--- config.mk ---
export PLATFORM = sky130hd
export DESIGN_NAME = schash_ctrl
export DESIGN_NICKNAME = d
export VERILOG_FILES = /design/src/hw/rtl/schash_pkg.sv /design/src/hw/rtl/schash_ctrl.sv
export SDC_FILE = /design/constraint.sdc
export NUM_CORES = 1
export LEC_CHECK = 0
export ABC_AREA = 1
export BUFFER_PORTS_ARGS = -buffer_cell sky130_fd_sc_hd__buf_2
export CAP_MARGIN = 20
export CORE_AREA = 8 8 45 47
export DETAILED_ROUTE_END_ITERATION = 8
export DIE_AREA = 0 0 53 55
export PLACE_DENSITY_LB_ADDON = 0.1
export SYNTH_ARGS = -nofsm -noshare
export SYNTH_HDL_FRONTEND = slang
export SYNTH_SLANG_ARGS = --single-unit
--- constraint.sdc ---
create_clock -name clk -period 1.35 [get_ports clk]
set_input_delay 0.2025 -clock clk [delete_from_list [all_inputs] [get_ports clk]]
set_output_delay 0.2025 -clock clk [all_outputs]
set_load 0.01 [all_outputs]
--- src/hw/rtl/schash_pkg.sv ---
// Shared types, constants and status codes of the sorted chain hash table.
`default_nettype none
package schash_pkg;

  localparam int unsigned MaxBucketsDef = 256;
  localparam int unsigned PoolNodesDef  = 1024;
  localparam int unsigned KeyW  = 64;
  localparam int unsigned DataW = 64;
  localparam int unsigned CfgW  = 9;
  localparam int unsigned StW   = 3;

  localparam logic       OP_INSERT = 1'b0;
  localparam logic       OP_REMOVE = 1'b1;

  localparam logic [2:0] ST_INSERTED  = 3'd0;
  localparam logic [2:0] ST_EXISTS    = 3'd1;
  localparam logic [2:0] ST_REMOVED   = 3'd2;
  localparam logic [2:0] ST_NOT_FOUND = 3'd3;
  localparam logic [2:0] ST_FULL      = 3'd4;

  typedef struct packed {
    logic              op;
    logic [KeyW-1:0]   req_id;
    logic [DataW-1:0]  payload;
  } schash_in_t;

  typedef struct packed {
    logic [StW-1:0]    status;
    logic [DataW-1:0]  payload_out;
  } schash_out_t;

  // Controller to datapath commands.
  typedef struct packed {
    logic load;      // capture request, start modulo
    logic mod_step;  // one modulo iteration
    logic head_rd;   // read bucket head
    logic node_rd;   // read node at cursor
    logic advance;   // prev <= cur, cur <= link
    logic pop;       // read free stack top
    logic ins_wr;    // write new node and link it
    logic rem_wr;    // unlink cursor and push it
    logic res_ld;    // load result register
    logic [StW-1:0] res_status;
  } schash_cmd_t;

  // Datapath to controller status.
  typedef struct packed {
    logic mod_done;
    logic cur_nil;
    logic key_eq;
    logic key_gt;
    logic walk_limit;
    logic pool_empty;
    logic pop_bad;
    logic op;
  } schash_sts_t;

endpackage
`default_nettype wire

--- src/hw/rtl/schash_ctrl.sv ---
// Controller state machine of the hash table.
`default_nettype none
module schash_ctrl import schash_pkg::*; (
  input  wire logic        clk,
  input  wire logic        rst_n,
  input  wire logic        in_valid,
  output logic             in_ready,
  output logic             out_valid,
  input  wire logic        out_ready,
  input  wire schash_sts_t sts,
  output schash_cmd_t      cmd
);

  localparam logic [3:0] S_IDLE  = 4'd0;
  localparam logic [3:0] S_MOD   = 4'd1;
  localparam logic [3:0] S_HEAD  = 4'd2;
  localparam logic [3:0] S_HWAIT = 4'd3;
  localparam logic [3:0] S_CHK   = 4'd4;
  localparam logic [3:0] S_NRD   = 4'd5;
  localparam logic [3:0] S_CMP   = 4'd6;
  localparam logic [3:0] S_POP   = 4'd7;
  localparam logic [3:0] S_PWAIT = 4'd8;
  localparam logic [3:0] S_DONE  = 4'd9;

  logic [3:0] state_r, state_nxt;
  logic       ov_r, ov_nxt;

  assign in_ready  = (state_r == S_IDLE) && (!ov_r || out_ready);
  assign out_valid = ov_r;

  always_comb begin
    state_nxt = state_r;
    ov_nxt    = ov_r && !out_ready;
    cmd       = '0;
    unique case (state_r)
      S_IDLE: begin
        if (in_valid && in_ready) begin
          cmd.load  = 1'b1;
          state_nxt = S_MOD;
        end
      end
      S_MOD: begin
        if (sts.mod_done) begin
          cmd.head_rd = 1'b1;
          state_nxt   = S_HWAIT;
        end else begin
          cmd.mod_step = 1'b1;
        end
      end
      S_HEAD:  state_nxt = S_HWAIT;
      S_HWAIT: state_nxt = S_CHK;
      S_CHK: begin
        if (sts.cur_nil || sts.walk_limit) begin
          state_nxt = S_DONE;
        end else begin
          cmd.node_rd = 1'b1;
          state_nxt   = S_CMP;
        end
      end
      S_NRD: state_nxt = S_CMP;
      S_CMP: begin
        if (sts.key_eq) begin
          cmd.res_ld = 1'b1;
          if (sts.op == OP_INSERT) begin
            cmd.res_status = ST_EXISTS;
          end else begin
            cmd.res_status = ST_REMOVED;
            cmd.rem_wr     = 1'b1;
          end
          ov_nxt    = 1'b1;
          state_nxt = S_IDLE;
        end else if (sts.key_gt) begin
          state_nxt = S_DONE;
        end else begin
          cmd.advance = 1'b1;
          state_nxt   = S_CHK;
        end
      end
      S_DONE: begin
        // Not found: insert needs a free node, remove reports a miss.
        if (sts.op == OP_REMOVE) begin
          cmd.res_ld     = 1'b1;
          cmd.res_status = ST_NOT_FOUND;
          ov_nxt         = 1'b1;
          state_nxt      = S_IDLE;
        end else if (sts.pool_empty) begin
          cmd.res_ld     = 1'b1;
          cmd.res_status = ST_FULL;
          ov_nxt         = 1'b1;
          state_nxt      = S_IDLE;
        end else begin
          cmd.pop   = 1'b1;
          state_nxt = S_PWAIT;
        end
      end
      S_POP: state_nxt = S_PWAIT;
      S_PWAIT: begin
        cmd.res_ld = 1'b1;
        if (sts.pop_bad) begin
          cmd.res_status = ST_FULL;
        end else begin
          cmd.res_status = ST_INSERTED;
          cmd.ins_wr     = 1'b1;
        end
        ov_nxt    = 1'b1;
        state_nxt = S_IDLE;
      end
      default: state_nxt = S_IDLE;
    endcase
  end

  always_ff @(posedge clk) begin
    if (!rst_n) begin
      state_r <= S_IDLE;
      ov_r    <= 1'b0;
    end else begin
      state_r <= state_nxt;
      ov_r    <= ov_nxt;
    end
  end

endmodule
`default_nettype wire

### Yosys cells after proc, flatten, opt, wreduce, memory -nomap -nowiden

Index checks and enable logic that the tools add are counted.

* input port bits: 12
* bits in registers: 5

* equality and inequality tests: 11
* reduce and logical (&&, ||, !) cells: 9
* mux-type cells: 35

Operator list (number)
* $mux 4: 9
* $pmux 4 s9: 1
* $mux 1: 19
* $eq 4x3->1 const B: 4
* $pmux 4 s3: 1
* $eq 4x2->1 const B: 2
* $eq 4x4->1 const B: 2
* $mux 5: 1
* $eq 4x1->1 const B: 1
* $logic_not 4->1: 1
* $mux 2: 2
* $logic_and 1x1->1: 3
* $mux 3: 1
* $pmux 1 s3: 1
* $logic_not 1->1: 2
* $logic_or 1x1->1: 2
* $ne 2x1->1 const B: 1
* $ne 2x2->1 const B: 1
* $reduce_and 2->1: 1

### Depth between registers and ports, before layout

* depth after elaboration: 6
* mapped depth: 7
* depth with buffers taken out: 7

### Least setup slack after synthesis

OpenSTA, ideal clock, no wires.

* kind: reg-to-output
* from: reg state_r[0]
* to: out cmd[2] in the netlist's numbering
* data arrival time: 1017 ps
* stages on the path, launching flop included: 5
* setup slack: 131 ps
* cells stage by stage: dfxtp_1 > inv_2 > nor2_4 > nand2_1 > o31ai_1

RTL lines
* from (decl): RTL line schash_ctrl.sv:25 `logic [3:0] state_r, state_nxt;`
* from (signal assigned): RTL line schash_ctrl.sv:117 `state_r <= state_nxt;`
* to (decl): RTL line schash_ctrl.sv:11 `output schash_cmd_t cmd`

==> impl_metrics.sql <==
INSERT INTO impl_metrics (metric_group, metric, value, unit) VALUES
('run_status', 'status', 'finished with violations', ''),
('run_status', 'violations', 'setup timing', ''),
('placed_design', 'preCtsSetupSlack', '0.06063', 'ns'),
('sta', 'fin_crit_sh', '106.3', '%'),
('sta', 'tightestPinTransition', '0.2106', 'ns'),
('yosys', 'ys_warn_count', '0', ''),
('yosys', 'most_repeated_cell_in_the_gate_level_netlist_after_synthesis', 'nand2_1', ''),
('grt', 'grt_overflow', '0', ''),
('placed_design', 'port_buffers', '25', ''),
('clock_tree', 'tritoncts', 'done', ''),
('detailed_routing', 'via_per_inst', '4.551', ''),
('floorplanning', 'dieArea', '2915', 'sq um'),
('floorplanning', 'chipHeight', '55', 'um'),
('critical_path', 'worst_setup_path_end_kind', 'primary output', ''),
('yosys', 'mappedNetlistNets', '92', ''),
('yosys', 'yosys.area_share.adder', '0', '%'),
('power_and_ir_drop', 'power.leakage', '0.4818', 'nW'),
('detailed_routing', 'detailedRoute.firstIterationViolations', '12', ''),
('power_and_ir_drop', 'vdd.ir_drop.worst', '0.5349', 'mV'),
('critical_path', 'critical_path_arrival', '1.23', 'ns'),
('yosys', 'synth_enable_flop_cells', '0', ''),
('placed_design', 'dpl_cell_area', '631.9', 'sq um'),
('floorplanning', 'floorplan.io_pins', '26', ''),
('layout', 'number_of_diodes_added_for_antenna_fixing', '0', ''),
('sta', 'fin_ws', '-0.08482', 'ns'),
('yosys', 'synth_flop_cell', 'dfxtp_1', ''),
('clock_tree', 'clock_sink_count', '5', ''),
('yosys', 'synth_top_area_share', '22.28', '%'),
('yosys', 'syn-instance-count', '80', ''),
('yosys', 'synth-seq-cells', '5', ''),
('grt', 'grtUsageTotal', '9.852', '%'),
('sta', 'final_setup_skew', '0.0007487', 'ns'),
('yosys', 'synth-compound-area-share', '6.128', '%'),
('placed_design', 'placed_cells', '126', ''),
('sta', 'maxClockFrequency', '697.0', 'MHz'),
('min_path', 'holdCritPathClass', 'in2reg', ''),
('detailed_routing', 'routed_wl', '1508', 'um'),
('yosys', 'syn_area_per_cell', '5.615', 'sq um'),
('yosys', 'yosys.cell_types.count', '15', ''),
('critical_path', 'critical_path.startpoint_type', 'flop', ''),
('yosys', 'synthesis.area', '449.2', 'sq um'),
('power_and_ir_drop', 'p_total', '0.6559', 'mW'),
('yosys', 'post_synth_and_or_nand_nor_area_fraction', '58.22', '%'),
('grt', 'global_route_wire_length_before_repair', '2118', 'um'),
('yosys', 'yosys-mux-area-fraction', '0', '%'),
('floorplanning', 'initial_core_util', '32.46', '%'),
('clock_tree', 'cts-hold-fix-buffers', '0', ''),
('clock_tree', 'cts-buffers-inserted', '3', ''),
('critical_path', 'setup.worst_path.class', 'reg2out', ''),
('sta', 'setup_repair_after_global_routing_missed_its_margin', 'yes', ''),
('yosys', 'netlist_top_cells_count', 'nand2_1 (17), nor2_1 (16), inv_1 (15), nand3_1 (12), dfxtp_1 (5)', ''),
('detailed_routing', 'ant_nets', '0', ''),
('yosys', 'yosysTopAreaCell', 'dfxtp_1', ''),
('critical_path', 'critical_path_peak_fanout', '3', ''),
('floorplanning', 'die-width', '53', 'um'),
('detailed_routing', 'route.detailed.drc', '0', ''),
('clock_tree', 'clk_latency', '0.25', 'ns'),
('yosys', 'yosys.area_share.xor_xnor', '0', '%'),
('floorplanning', 'row_count', '14', ''),
('detailed_routing', 'dr.pass1.iters', '4', ''),
('grt', 'first_global_vias', '549', ''),
('sta', 'hold_violations', '0', ''),
('clock_tree', 'cts.root.buffer_cell', 'clkbuf_4', ''),
('yosys', 'synth_sequential_area_ratio', '22.28', '%'),
('detailed_routing', 'route.detailed.wl_per_inst', '10.93', 'um'),
('clock_tree', 'cts_max_level', '1', ''),
('sta', 'period_minus_slack', '1.435', 'ns'),
('flow_run', 'cap_violations', '0', ''),
('sta', 'timing.slew.headroom', '85.96', '%'),
('sta', 'setup_viol_count_final', '10', ''),
('yosys', 'dominant_combinational_cell_family_by_area_after_synthesis', 'simple AND/OR/NAND/NOR gates', '');
==> report_power, final <==
part	internal [mW]	switching (mW)
sequential	0.160	0.0182
clock	0.112	0.0687
combinational	0.143	0.154
==> metal layers <==
metal	up-vias	routed length, um	global-route usage (%)
met5	-	0	0
met4	0	48	7.759
met3	7	152	2.139
met2	22	727	15.43
met1	270	580	11.45
li1	329	-	-
==> cell families (layout without fill, tap and decap cells) <==
family,Yosys count,after routing
DFF,5,5
and+or+nand+nor,54,54
AOI/OAI and AO/OA,5,5
buffers and inverters,16,58
==> per-stage QoR <==
step	TNS, ns	hold slack [ns]
floorplan	0	0.3001
global placement	0	0.4247
detailed placement	0	0.4314
CTS	-0.6319	0.1722
global route	-1.339	0.2028
finish	-0.5055	0.1757
==> critical path, stage by stage (launching register included) <==
cell     delay [ns]
dfxtp_2        0.33
buf_6          0.12
nor2_4         0.14
nand2_2        0.07
buf_4          0.13
nor2_1         0.07
buf_2          0.13
==> final timing paths <==
path	start	end	slack [ns]	depth (start not counted)
min reg2reg	out_valid$_SDFF_PN0_	state_r[0]$_SDFFE_PN0P_	0.60	3
max	state_r[1]$_SDFFE_PN0P_	cmd[6]	-0.08	6
min	rst_n	out_valid$_SDFF_PN0_	0.18	3
max reg2reg	state_r[1]$_SDFFE_PN0P_	state_r[1]$_SDFFE_PN0P_	0.12	9
==> layout make-up <==
cell class | instances | area (sq um)
clock buffer | 4 | 26.28
fill | 143 | 558.0
inverter | 16 | 60.06
multi-input combinational | 59 | 359.1
sequential | 5 | 112.6
tap | 16 | 20.02
timing repair buffer | 38 | 247.7
==> timing repair <==
item | 4_1_cts | 5_1_grt
gates resized for setup | 15 | 17
endpoints found under the hold margin | 0 | 0
pin swaps | 4 | 6
setup buffers | 4 | 4
setup endpoints to repair | 11 | 13
==> cells in the final DEF, fill, tap and decap left out, types with 3 or more instances in the layout <==
master,count
nand3_2,3
buf_4,8
buf_6,6
nand3_1,9
nor2_1,15
buf_2,24
o21ai_1,3
nor2_4,6
dfxtp_4,3
inv_1,14
nand2_1,13
clkbuf_4,3
==> sequential cells by signal (all words and copies together) (netlist names) <==
register / count
out_valid: 1
state_r: 4
(Power assumes the default switching activity.)
